## config.mk

```make
export PLATFORM = sky130hd
export DESIGN_NAME = battery_gauge_smoother
export DESIGN_NICKNAME = d
export VERILOG_FILES = /design/src/rtl/bgs_pkg.sv /design/src/rtl/bgs_div.sv /design/src/rtl/bgs_dp.sv /design/src/rtl/bgs_ctrl.sv /design/src/rtl/battery_gauge_smoother.sv
export SDC_FILE = /design/constraint.sdc
export NUM_CORES = 1
export LEC_CHECK = 0
export ABC_CLOCK_PERIOD_IN_PS = 6720
export BUFFER_PORTS_ARGS = -buffer_cell sky130_fd_sc_hd__buf_2
export CAP_MARGIN = 10
export CORE_MARGIN = 2
export CORE_UTILIZATION = 34
export DETAILED_ROUTE_END_ITERATION = 7
export PLACE_DENSITY = 0.51
export SYNTH_ARGS = -nofsm -noshare
export SYNTH_HDL_FRONTEND = slang
export SYNTH_SLANG_ARGS = --single-unit
```

## constraint.sdc

```tcl
create_clock -name clk -period 6.72 [get_ports clk]
set_clock_uncertainty 0.05 [all_clocks]
set_input_delay 1.344 -clock clk [delete_from_list [all_inputs] [get_ports clk]]
set_output_delay 1.344 -clock clk [all_outputs]
set_load 0.05 [all_outputs]
```

## src/rtl/bgs_pkg.sv

```systemverilog
`timescale 1ns / 1ps
package bgs_pkg;

	localparam int SAMPLE_BITS_DEF = 13;

	// fixed field widths
	localparam int MV_W      = 13;
	localparam int DDIV_W    = 8;
	localparam int LVL_W     = 12;
	localparam int PCT_W     = 7;
	localparam int CLS_W     = 2;
	localparam int PCT_NUM_W = 20;   // (mv span) * 100 fits here
	localparam int APB_AW    = 4;
	localparam int APB_DW    = 32;

	localparam logic [MV_W-1:0]   FULL_RST  = 13'd4200;
	localparam logic [MV_W-1:0]   EMPTY_RST = 13'd3300;
	localparam logic [DDIV_W-1:0] DDIV_RST  = 8'd10;
	localparam logic [LVL_W-1:0]  THR_RST   = 12'd500;

	localparam logic [PCT_W-1:0] PCT_FULL     = 7'd100;
	localparam logic [PCT_W-1:0] PCT_LOW_LIM  = 7'd20;
	localparam logic [PCT_W-1:0] PCT_HIGH_LIM = 7'd90;

	typedef enum logic [1:0] {
		MODE_NONE = 2'd0,
		MODE_DIS  = 2'd1,
		MODE_CHG  = 2'd2
	} mode_t;

	typedef enum logic [CLS_W-1:0] {
		LVL_LOW  = 2'd0,
		LVL_MID  = 2'd1,
		LVL_HIGH = 2'd2
	} lvl_t;

	typedef enum logic [1:0] {
		REG_FULL  = 2'd0,
		REG_EMPTY = 2'd1,
		REG_DDIV  = 2'd2,
		REG_THR   = 2'd3
	} reg_idx_t;

	typedef enum logic [2:0] {
		ST_IDLE,
		ST_CALC,
		ST_PREP,
		ST_DIVB,
		ST_DIVP,
		ST_DONE
	} state_t;

	typedef struct packed {
		logic [MV_W-1:0]   full_mv;
		logic [MV_W-1:0]   empty_mv;
		logic [DDIV_W-1:0] decay_div;
		logic [LVL_W-1:0]  thr;
	} cfg_t;

	typedef struct packed {
		logic load_in;
		logic calc;
		logic prep;
		logic div_start;
		logic div_pct;    // 1: percent division, 0: bias decay division
		logic bias_upd;
		logic pct_cap;
		logic out_load;
	} cmd_t;

	typedef struct packed {
		logic div_done;
		logic out_free;
	} sts_t;

endpackage

```

## src/rtl/bgs_div.sv

```systemverilog
`timescale 1ns / 1ps
// Restoring divider, one quotient bit per cycle. quo is valid while done is high.
module bgs_div #(
	parameter int NUM_W = 20,
	parameter int DEN_W = 13
) (
	input  logic             clk,
	input  logic             arst_n,
	input  logic             start,
	input  logic [NUM_W-1:0] num,
	input  logic [DEN_W-1:0] den,
	output logic             done,
	output logic [NUM_W-1:0] quo
);

	localparam int CNT_W = $clog2(NUM_W + 1);

	logic             busy_q;
	logic [CNT_W-1:0] cnt_q;
	logic [NUM_W-1:0] quo_q;
	logic [DEN_W-1:0] rem_q;
	logic [DEN_W-1:0] den_q;
	logic [DEN_W:0]   shifted;
	logic [DEN_W:0]   diff;
	logic             bit_ok;

	assign shifted = {rem_q, quo_q[NUM_W-1]};
	assign diff    = shifted - {1'b0, den_q};
	assign bit_ok  = shifted >= {1'b0, den_q};

	always_ff @(posedge clk or negedge arst_n) begin
		if (!arst_n) begin
			busy_q <= 1'b0;
			cnt_q  <= '0;
		end else if (start) begin
			busy_q <= 1'b1;
			cnt_q  <= CNT_W'(NUM_W);
		end else if (cnt_q != '0) begin
			cnt_q <= cnt_q - CNT_W'(1);
		end else begin
			busy_q <= 1'b0;
		end
	end

	always_ff @(posedge clk) begin
		if (start) begin
			quo_q <= num;
			rem_q <= '0;
			den_q <= den;
		end else if (cnt_q != '0) begin
			rem_q <= bit_ok ? diff[DEN_W-1:0] : shifted[DEN_W-1:0];
			quo_q <= {quo_q[NUM_W-2:0], bit_ok};
		end
	end

	assign done = busy_q && (cnt_q == '0);
	assign quo  = quo_q;

endmodule

```

## src/rtl/bgs_dp.sv

```systemverilog
`timescale 1ns / 1ps
module bgs_dp #(
	parameter int SAMPLE_BITS = bgs_pkg::SAMPLE_BITS_DEF,
	parameter int OUT_W       = 24
) (
	input  logic                        clk,
	input  logic                        arst_n,
	input  bgs_pkg::cfg_t               cfg,
	input  bgs_pkg::cmd_t               cmd,
	output bgs_pkg::sts_t               sts,
	input  logic [SAMPLE_BITS-1:0]      voltage_sample,
	input  logic [bgs_pkg::LVL_W-1:0]   charger_level,
	output logic                        m_tvalid,
	input  logic                        m_tready,
	output logic [OUT_W-1:0]            m_tdata
);

	localparam int W      = SAMPLE_BITS;
	localparam int CW     = W + 2;
	localparam int MV_W   = bgs_pkg::MV_W;
	localparam int CMPW   = (W > MV_W) ? W : MV_W;
	localparam int NUM_W  = bgs_pkg::PCT_NUM_W;
	localparam int DIV_NW = (W > NUM_W) ? W : NUM_W;
	localparam int PCT_W  = bgs_pkg::PCT_W;
	localparam logic [W-1:0] SMAX = '1;

	// input and state
	logic [W-1:0]           v_q;
	logic                   chg_q;
	bgs_pkg::mode_t         mode_q;
	logic [W-1:0]           last_d_q;
	logic [W-1:0]           last_c_q;
	logic [W:0]             bias_q;      // two's complement
	logic                   trans_q;
	logic [W-1:0]           c_q;
	logic                   ge_full_q;
	logic                   le_empty_q;
	logic [NUM_W-1:0]       num_q;
	logic [PCT_W-1:0]       pct_q;
	logic                   m_valid_q;
	logic [OUT_W-1:0]       m_data_q;

	// correction step
	logic [W-1:0]           ld_eff, lc_eff, own_eff, other;
	logic                   trans;
	logic signed [CW-1:0]   c_raw, own_ext, c_clamp, c_pre;
	logic [W-1:0]           c_sat;
	logic [W:0]             bias_trans;

	always_comb begin
		ld_eff  = (last_d_q == '0) ? v_q : last_d_q;
		lc_eff  = (last_c_q == '0) ? v_q : last_c_q;
		own_eff = chg_q ? lc_eff : ld_eff;
		other   = chg_q ? last_d_q : last_c_q;
		trans   = chg_q ? (mode_q == bgs_pkg::MODE_DIS) : (mode_q == bgs_pkg::MODE_CHG);
		c_raw   = $signed({2'b00, v_q}) - $signed({bias_q[W], bias_q});
		own_ext = $signed({2'b00, own_eff});
		if (chg_q)
			c_clamp = (c_raw <= own_ext) ? own_ext : c_raw;
		else
			c_clamp = (c_raw >= own_ext) ? own_ext : c_raw;
		c_pre = trans ? $signed({2'b00, other}) : c_clamp;
		if (c_pre[CW-1])
			c_sat = '0;
		else if (c_pre > $signed({2'b00, SMAX}))
			c_sat = SMAX;
		else
			c_sat = c_pre[W-1:0];
		bias_trans = {1'b0, v_q} - {1'b0, other};
	end

	// percent mapping terms
	logic [CMPW-1:0]        c_ext, full_ext, empty_ext, diff;
	logic [MV_W-1:0]        span;

	assign c_ext     = CMPW'(c_q);
	assign full_ext  = CMPW'(cfg.full_mv);
	assign empty_ext = CMPW'(cfg.empty_mv);
	assign diff      = c_ext - empty_ext;
	assign span      = cfg.full_mv - cfg.empty_mv;

	// shared divider operands
	logic [W:0]                  bias_neg;
	logic [W-1:0]                bias_mag;
	logic [bgs_pkg::DDIV_W-1:0]  ddiv;
	logic [DIV_NW-1:0]           div_num;
	logic [MV_W-1:0]             div_den;
	logic                        div_done;
	logic [DIV_NW-1:0]           quo;
	logic [W:0]                  q_b;

	assign bias_neg = -bias_q;
	assign bias_mag = bias_q[W] ? bias_neg[W-1:0] : bias_q[W-1:0];
	assign ddiv     = (cfg.decay_div == '0) ? bgs_pkg::DDIV_W'(1) : cfg.decay_div;
	assign div_num  = cmd.div_pct ? DIV_NW'(num_q) : DIV_NW'(bias_mag);
	assign div_den  = cmd.div_pct ? span : MV_W'(ddiv);
	assign q_b      = {1'b0, quo[W-1:0]};

	bgs_div #(
		.NUM_W (DIV_NW),
		.DEN_W (MV_W)
	) u_div (
		.clk    (clk),
		.arst_n (arst_n),
		.start  (cmd.div_start),
		.num    (div_num),
		.den    (div_den),
		.done   (div_done),
		.quo    (quo)
	);

	always_ff @(posedge clk or negedge arst_n) begin
		if (!arst_n) begin
			mode_q   <= bgs_pkg::MODE_NONE;
			last_d_q <= '0;
			last_c_q <= '0;
			bias_q   <= '0;
		end else begin
			if (cmd.calc) begin
				if (chg_q) begin
					last_c_q <= c_sat;
					mode_q   <= bgs_pkg::MODE_CHG;
				end else begin
					last_d_q <= c_sat;
					mode_q   <= bgs_pkg::MODE_DIS;
				end
				if (trans)
					bias_q <= bias_trans;
			end
			// bias fades by bias / divisor, truncated toward zero
			if (cmd.bias_upd && !trans_q)
				bias_q <= bias_q[W] ? (bias_q + q_b) : (bias_q - q_b);
		end
	end

	always_ff @(posedge clk) begin
		if (cmd.load_in) begin
			v_q   <= voltage_sample;
			chg_q <= charger_level > cfg.thr;
		end
		if (cmd.calc) begin
			c_q     <= c_sat;
			trans_q <= trans;
		end
		if (cmd.prep) begin
			ge_full_q  <= c_ext >= full_ext;
			le_empty_q <= c_ext <= empty_ext;
			num_q      <= NUM_W'(diff[MV_W-1:0]) * NUM_W'(bgs_pkg::PCT_FULL);
		end
		if (cmd.pct_cap) begin
			if (ge_full_q)
				pct_q <= bgs_pkg::PCT_FULL;
			else if (le_empty_q)
				pct_q <= '0;
			else
				pct_q <= quo[PCT_W-1:0];
		end
	end

	// output register
	bgs_pkg::lvl_t cls;

	always_comb begin
		if (pct_q < bgs_pkg::PCT_LOW_LIM)
			cls = bgs_pkg::LVL_LOW;
		else if (pct_q > bgs_pkg::PCT_HIGH_LIM)
			cls = bgs_pkg::LVL_HIGH;
		else
			cls = bgs_pkg::LVL_MID;
	end

	always_ff @(posedge clk or negedge arst_n) begin
		if (!arst_n) begin
			m_valid_q <= 1'b0;
		end else if (cmd.out_load) begin
			m_valid_q <= 1'b1;
		end else if (m_tready) begin
			m_valid_q <= 1'b0;
		end
	end

	always_ff @(posedge clk) begin
		if (cmd.out_load)
			m_data_q <= OUT_W'({chg_q, cls, pct_q, c_q});
	end

	assign m_tvalid     = m_valid_q;
	assign m_tdata      = m_data_q;
	assign sts.div_done = div_done;
	assign sts.out_free = !m_valid_q || m_tready;

endmodule

```

## src/rtl/bgs_ctrl.sv

```systemverilog
`timescale 1ns / 1ps
module bgs_ctrl (
	input  logic          clk,
	input  logic          arst_n,
	input  logic          s_tvalid,
	output logic          s_tready,
	input  bgs_pkg::sts_t sts,
	output bgs_pkg::cmd_t cmd
);

	bgs_pkg::state_t state_q, state_d;

	always_ff @(posedge clk or negedge arst_n) begin
		if (!arst_n)
			state_q <= bgs_pkg::ST_IDLE;
		else
			state_q <= state_d;
	end

	always_comb begin
		state_d  = state_q;
		cmd      = '0;
		s_tready = 1'b0;
		case (state_q)
			bgs_pkg::ST_IDLE: begin
				s_tready = 1'b1;
				if (s_tvalid) begin
					cmd.load_in = 1'b1;
					state_d     = bgs_pkg::ST_CALC;
				end
			end
			bgs_pkg::ST_CALC: begin
				cmd.calc = 1'b1;
				state_d  = bgs_pkg::ST_PREP;
			end
			bgs_pkg::ST_PREP: begin
				cmd.prep      = 1'b1;
				cmd.div_start = 1'b1;
				state_d       = bgs_pkg::ST_DIVB;
			end
			bgs_pkg::ST_DIVB: begin
				if (sts.div_done) begin
					cmd.bias_upd  = 1'b1;
					cmd.div_start = 1'b1;
					cmd.div_pct   = 1'b1;
					state_d       = bgs_pkg::ST_DIVP;
				end
			end
			bgs_pkg::ST_DIVP: begin
				cmd.div_pct = 1'b1;
				if (sts.div_done) begin
					cmd.pct_cap = 1'b1;
					state_d     = bgs_pkg::ST_DONE;
				end
			end
			bgs_pkg::ST_DONE: begin
				if (sts.out_free) begin
					cmd.out_load = 1'b1;
					state_d      = bgs_pkg::ST_IDLE;
				end
			end
			default: begin
				state_d = bgs_pkg::ST_IDLE;
			end
		endcase
	end

endmodule

```

## src/rtl/battery_gauge_smoother.sv

```systemverilog
`timescale 1ns / 1ps
// One shared 20-step divider runs twice per sample (bias decay, then percent).
// A new sample is taken only after the previous result enters the output register;
//   it is taken while that finished result still waits there for the consumer.
// Reset: arst_n clears charge mode, last values, bias and control state, and loads
//   the configuration registers with their defaults.
module battery_gauge_smoother #(
	parameter int SAMPLE_BITS = bgs_pkg::SAMPLE_BITS_DEF,
	localparam int S_TDATA_W = ((SAMPLE_BITS + bgs_pkg::LVL_W + 7) / 8) * 8,
	localparam int M_TDATA_W =
		((SAMPLE_BITS + bgs_pkg::PCT_W + bgs_pkg::CLS_W + 1 + 7) / 8) * 8
) (
	input  logic                        clk,
	input  logic                        arst_n,
	input  logic                        s_tvalid,
	output logic                        s_tready,
	// voltage_sample, charger_level
	input  logic [S_TDATA_W-1:0]        s_tdata,
	output logic                        m_tvalid,
	input  logic                        m_tready,
	// corrected_mv, percent, level_class, charging
	output logic [M_TDATA_W-1:0]        m_tdata,
	input  logic                        psel,
	input  logic                        penable,
	input  logic                        pwrite,
	input  logic [bgs_pkg::APB_AW-1:0]  paddr,
	input  logic [bgs_pkg::APB_DW-1:0]  pwdata,
	output logic [bgs_pkg::APB_DW-1:0]  prdata,
	output logic                        pready
);

	bgs_pkg::cfg_t     cfg_q;
	bgs_pkg::reg_idx_t reg_idx;
	logic              wr_en;

	assign pready  = 1'b1;
	assign reg_idx = bgs_pkg::reg_idx_t'(paddr[3:2]);
	assign wr_en   = psel && penable && pwrite && pready;

	always_ff @(posedge clk or negedge arst_n) begin
		if (!arst_n) begin
			cfg_q.full_mv   <= bgs_pkg::FULL_RST;
			cfg_q.empty_mv  <= bgs_pkg::EMPTY_RST;
			cfg_q.decay_div <= bgs_pkg::DDIV_RST;
			cfg_q.thr       <= bgs_pkg::THR_RST;
		end else if (wr_en) begin
			case (reg_idx)
				bgs_pkg::REG_FULL:  cfg_q.full_mv   <= pwdata[bgs_pkg::MV_W-1:0];
				bgs_pkg::REG_EMPTY: cfg_q.empty_mv  <= pwdata[bgs_pkg::MV_W-1:0];
				bgs_pkg::REG_DDIV:  cfg_q.decay_div <= pwdata[bgs_pkg::DDIV_W-1:0];
				bgs_pkg::REG_THR:   cfg_q.thr       <= pwdata[bgs_pkg::LVL_W-1:0];
				default: begin
				end
			endcase
		end
	end

	always_comb begin
		case (reg_idx)
			bgs_pkg::REG_FULL:  prdata = bgs_pkg::APB_DW'(cfg_q.full_mv);
			bgs_pkg::REG_EMPTY: prdata = bgs_pkg::APB_DW'(cfg_q.empty_mv);
			bgs_pkg::REG_DDIV:  prdata = bgs_pkg::APB_DW'(cfg_q.decay_div);
			bgs_pkg::REG_THR:   prdata = bgs_pkg::APB_DW'(cfg_q.thr);
			default:            prdata = '0;
		endcase
	end

	bgs_pkg::cmd_t cmd;
	bgs_pkg::sts_t sts;

	bgs_ctrl u_ctrl (
		.clk      (clk),
		.arst_n   (arst_n),
		.s_tvalid (s_tvalid),
		.s_tready (s_tready),
		.sts      (sts),
		.cmd      (cmd)
	);

	bgs_dp #(
		.SAMPLE_BITS (SAMPLE_BITS),
		.OUT_W       (M_TDATA_W)
	) u_dp (
		.clk            (clk),
		.arst_n         (arst_n),
		.cfg            (cfg_q),
		.cmd            (cmd),
		.sts            (sts),
		.voltage_sample (s_tdata[SAMPLE_BITS-1:0]),
		.charger_level  (s_tdata[SAMPLE_BITS +: bgs_pkg::LVL_W]),
		.m_tvalid       (m_tvalid),
		.m_tready       (m_tready),
		.m_tdata        (m_tdata)
	);

endmodule

```

## Yosys cells after proc, flatten, opt, wreduce, memory -nomap -nowiden

Index checks and enable logic that the tools add are counted.

| storage, ports and cells | value |
|---|---|
| register bits | 222 |
| memories kept | 0 |
| output and inout port bits | 59 |
| input bits | 75 |
| bits in latches | 0 |
| memory bits (read-only) | 0 |
| RAM bits | 0 |

| operators by class | value |
|---|---|
| magnitude comparators | 9 |
| multiplexer cells | 50 |
| bitwise operators | 1 |
| reductions and logical operators | 27 |
| equality and inequality tests | 15 |
| $add $sub $neg | 9 |
| shift-type cells | 0 |
| $mul | 1 |
| divide/modulo/power cells | 0 |

Operators with widths:

| kind | number |
|---|---|
| $pmux W32 S4 | 1 |
| $mux W13 | 8 |
| $mux W15 | 4 |
| $mux W20 | 3 |
| $mux W14 | 4 |
| $sub A13 B13 Y13 | 3 |
| $logic_not A13 Y1 | 2 |
| $mul A13 B5 Y18 const B | 1 |
| $pmux W3 S6 | 1 |
| $mux W8 | 2 |
| $ge A15 B14 Y1 | 1 |
| $gt A15 B14 Y1 const B | 1 |
| $le A15 B14 Y1 | 1 |
| $mux W1 | 15 |
| $mux W3 | 5 |
| $sub A14 B14 Y15 | 1 |
| $add A14 B13 Y14 | 1 |
| $ge A14 B13 Y1 | 1 |
| $reduce_and A2 Y1 | 7 |
| $sub A13 B13 Y14 | 1 |
| $sub A14 B13 Y14 | 1 |
| $ge A13 B13 Y1 | 1 |
| $le A13 B13 Y1 | 1 |
| $neg A13 Y13 | 1 |
| other kinds (27) | 45 |

## Depth between registers and ports, before layout

| depth | value |
|---|---|
| depth in word-level cells | 10 |
| mapped depth | 25 |
| depth with buffers taken out | 25 |

## Cells and area by module

From an unflattened synthesis, not the netlist that was laid out.

| second synthesis, totals | value |
|---|---|
| cell total of the unflattened synthesis | 1,653 |
| area total of the unflattened synthesis | 16,265.6 sq um |

Modules (own cells, without submodules):

| module | cells each | area each (sq um) | seq. area each (sq um) | times used |
|---|---|---|---|---|
| bgs_dp | 1,220 | 10,963.0 | 3,418.3 | 1 |
| bgs_div | 255 | 2,816.5 | 1,401.3 | 1 |
| battery_gauge_smoother | 151 | 2,267.2 | 1,173.6 | 1 |
| bgs_ctrl | 27 | 219.0 | 75.1 | 1 |

## Worst setup path after synthesis

Ideal clock, no wire load.

| path | value |
|---|---|
| path type | register to register |
| start point | register u_dp.c_q[0], in the netlist u_dp.c_ext[0] |
| end point | register u_dp.num_q[19] (data pin) |
| required time | 6.412 ns |
| stages on the path, launching flop included | 25 |
| path slack | 1.955 ns |
| setup time | 0.258 ns |
| arrival | 4.457 ns |
| cells stage by stage | edfxtp_1 inv_1 ha_1 inv_1 fa_1 nand2_1 nand2_1 a21oi_1 o21bai_1 a21oi_1 o21bai_1 a21oi_1 o21ai_0 a21oi_1 xnor2_1 ha_1 ha_1 ha_1 ha_1 or3_1 o21ai_0 a21oi_1 a21o_1 a21oi_1 xnor2_1 |

| on the way | value |
|---|---|
| word-level cells in the longest chain between the ends | 2 |

Ends and longest elaborated chain:

| element | line | source |
|---|---|---|
| from (decl) | bgs_dp.sv:35 | `logic [W-1:0] c_q;` |
| from (signal assigned) | bgs_dp.sv:142 | `c_q <= c_sat;` |
| $sub A13 B13 Y13 | bgs_dp.sv:79 | `assign diff = c_ext - empty_ext;` |
| $mul A13 B5 Y18 | bgs_dp.sv:148 | `num_q <= NUM_W'(diff[MV_W-1:0]) * NUM_W'(bgs_pkg::PCT_FULL);` |
| to (signal assigned) | bgs_dp.sv:148 |  |
| to (decl) | bgs_dp.sv:38 | `logic [NUM_W-1:0] num_q;` |

No other way between the ends.
A chain may end at the register's enable or synchronous reset.

## Worst setup path after layout

| path | value |
|---|---|
| start point | register u_dp.v_q[0] |
| end point | register u_dp.c_q[2], in the netlist u_dp.c_ext[2] (data pin) |

| on the way | value |
|---|---|
| word-level cells in the longest chain between the ends | 9 |
| elaborated cells on any way between the ends | 13 |
| those cells by class | 1 x add/sub; 3 x order compare; 9 x mux |

Ends and longest elaborated chain:

| element | line | source |
|---|---|---|
| from (decl) | bgs_dp.sv:28 | `logic [W-1:0] v_q;` |
| from (signal assigned) | bgs_dp.sv:138 | `v_q <= voltage_sample;` |
| branches (longest 4 deep; another with $sub A14 B14 Y15) | n/a |  |
| $mux W15 * | bgs_dp.sv:58 | `if (chg_q)` |
| $mux W15 * | bgs_dp.sv:62 | `c_pre = trans ? $signed({2'b00, other}) : c_clamp;` |
| $gt A15 B14 Y1 | bgs_dp.sv:65 | `else if (c_pre > $signed({2'b00, SMAX}))` |
| $mux W13 | bgs_dp.sv:65 |  |
| $mux W13 * | bgs_dp.sv:63 | `if (c_pre[CW-1])` |
| via u_dp.c_sat[2] | bgs_dp.sv:47 | `logic [W-1:0] c_sat;` |

Mark *: on every way through the listed nets, which the timed path passes.

==> reports/qor.yml <==
row_count: 79
portBuffers: 84
antenna_found_initial: 0
synth.avg_cell_area_um2: 9.65
synthFlopType: "edfxtp_1"
cp_top_family: "compound AO/OA/AOI/OAI gates"
cts_tree: "built"
die_y_um: 220
cp_data_required_time_ps: 6980
io_pins: 134
setup-tns-final_ps: 0
final_util: 0.381
cp_cell_sequence: "inv_1, ha_1, fa_1, nor2b_1, o31a_1, o21ai_0, nand2b_1, a21o_1, a21oi_1, xnor2_1, ha_1, nand4_1, a211oi_1, o21ai_0, a21o_1, nand2_1, a2bb2oi_2, o22ai_1, a21oi_1, nand2_1"
area_growth_pct: 11.3
synth.ff_latch_count: 222
path_max_fanout: 20
grt_max_degree: 53
layout_common_cells: "ha_1, nand2_1, inv_1"
htreeDepth: 1
clkLatencyLatePin_ps: 570
clkSinkCount: 222
place_ws_ps: 1380
die-area_um2: 48300
grtUsageTotal: 0.171
hold_path_class: "register to register"
crit_buf_inv: 1
async_reset_ff_frac: 0.441
final_nets: 1967
final-setup-viol-count: 0
overflow: 0
vias: 11900
max_slew_margin: 0.268
cap_violations: 0
root_buffer: "clkbuf_16"
path_clk_slew_ps: 60
yosys.area.top_type: "edfxtp_1"
dr.pass1.iters: 5
post_drt_wl_per_cell_um: 17.4
viasPerCell: 5.06
cp-start-kind: "register"
drive_gt1_frac: 0.146
cts_buffers: 26
path_class: "register to register"
cp_slowest_cell: "a2bb2oi_2"
gp_congestion: 0.882
tightest_slew_ps: 1100
die_w_um: 220
synth_top_area_share: 0.210
hold_viol_final: 0
slew_violations: 0
routed_wl_um: 40700
dp.cells: 2296
cp-end-kind: "register"
drc_errors: 0
yosysWarnings: 0
yosysUniqueCellTypes: 83
layout.cells.non_filler: 2344
layout_setup_ws_ps: 1330
hpwl_um: 31700
hold_buffers: 0
start_util: 0.343
fin_crit_ps: 5390
fillers: 4668
syn_inst: 1642
rsz0062_at_grt: "false"
dr.first_iter.drc_count: 642
cts_buffer_depth: 3
synth_edf_count: 111
seq_area_frac_synth: 0.383
status: "finished clean"
arrival_ps: 5650
grt_pass1_wl_um: 65100
diodes: 0
netlist_top_cells_area: "edfxtp_1, ha_1, dfrtp_1"
grt_pass1_vias: 11900
fmax_mhz: 186
slowest_delay_ps: 820
syn_area_um2: 15800
cts_setup_buffers: 0
period_share: 0.802
ant_nets: 0
core_um2: 46300
final_common_cell: "ha_1"
cts_resized: 0
## cells in the mapped netlist, drive strengths merged (7+ instances only)
| library cell | number |
|---|---|
| o31ai | 22 |
| and2 | 12 |
| mux2i | 32 |
| nand2 | 152 |
| dfrtp | 80 |
| nand3 | 25 |
| fa | 14 |
| or3 | 10 |
| o21ai | 102 |
| xor2 | 42 |
| ha | 161 |
| dfxtp | 13 |
| clkbuf | 41 |
| mux2 | 38 |
| o41ai | 10 |
| nor2 | 117 |
| mux4 | 8 |
| nand4 | 9 |
| o21bai | 7 |
| a21o | 26 |
| nand2b | 17 |
| nor3 | 36 |
| inv | 147 |
| buf | 34 |
| o22ai | 9 |
| a31oi | 18 |
| nor2b | 18 |
| and3 | 7 |
| nor4 | 8 |
| o21a | 12 |
| dfstp | 18 |
| a21oi | 137 |
| xnor2 | 58 |
| edfxtp | 111 |
| or2 | 8 |
| o221ai | 10 |
| a211oi | 28 |
## final timing paths
kind                                     from               end  slack [ps]  depth (start not counted)
worst min-delay path            u_dp.pct_q[1]  u_dp.m_tdata[14]         400                          0
min in group asynchronous              arst_n         cfg_q[10]         740                          1
worst min register to register  u_dp.pct_q[1]  u_dp.m_tdata[14]         400                          0
max in group asynchronous              arst_n   u_dp.bias_q[12]        4670                          2
worst max-delay path              u_dp.v_q[0]     u_dp.c_ext[2]        1330                         20
worst max register to register    u_dp.v_q[0]     u_dp.c_ext[2]        1330                         20
## sequential cells by signal, summed over array words and instances (netlist names), 2 cells and up
signal and count:
u_dp.m_tdata 23, u_dp.c_ext 13, u_dp.last_d_q 13, u_dp.bias_q 14, u_dp.u_div.cnt_q 5, u_dp.last_c_q 13
u_dp.u_div.den_q 13, cfg_q 46, u_ctrl.state_q 3, u_dp.num_q 18, u_dp.mode_q 2, u_dp.u_div.quo 20
u_dp.pct_q 7, u_dp.u_div.rem_q 13, u_dp.v_q 13
## area by class of cell
type,instances,area [µm²],area share
clock inverters,16,143,0.00809
flip-flops and latches,222,6070,0.344
repair buffers,103,566,0.0321
clock buffers,32,683,0.0387
multi-input cells,1217,8860,0.503
well taps,607,759,0.0431
inverters,147,552,0.0313
## cells by family after synthesis
group,synth area share
AO/OA/AOI/OAI,0.168
XOR/XNOR,0.0557
adder cells (fa/ha/maj),0.145
buffers and inverters,0.0633
flip-flops,0.383
multiplexers,0.0588
other,0.000474
AND/OR/NAND/NOR,0.126
## per-layer routing
metal	wire length [µm]	track usage	vias to the layer above	part of all wire
met3	1550	0.0206	70	0.038
met2	18500	0.282	221	0.45
met1	19200	0.229	5587	0.47
met4	1470	0.0655	0	0.036
met5	0	0	-	0
li1	-	-	5991	-
## through the flow
stage / instance area (µm²) / hold WS [ps]
after global placement: 16800 / 389
after global routing: 17600 / 419
final: 17600 / 401
after detailed placement: 16800 / 390
after floorplan: 15900 / 371
after CTS: 17600 / 404
Power is left out: the tool's default activity adds up to more than one toggle a clock period on the data nets, which glitch-free logic cannot reach.
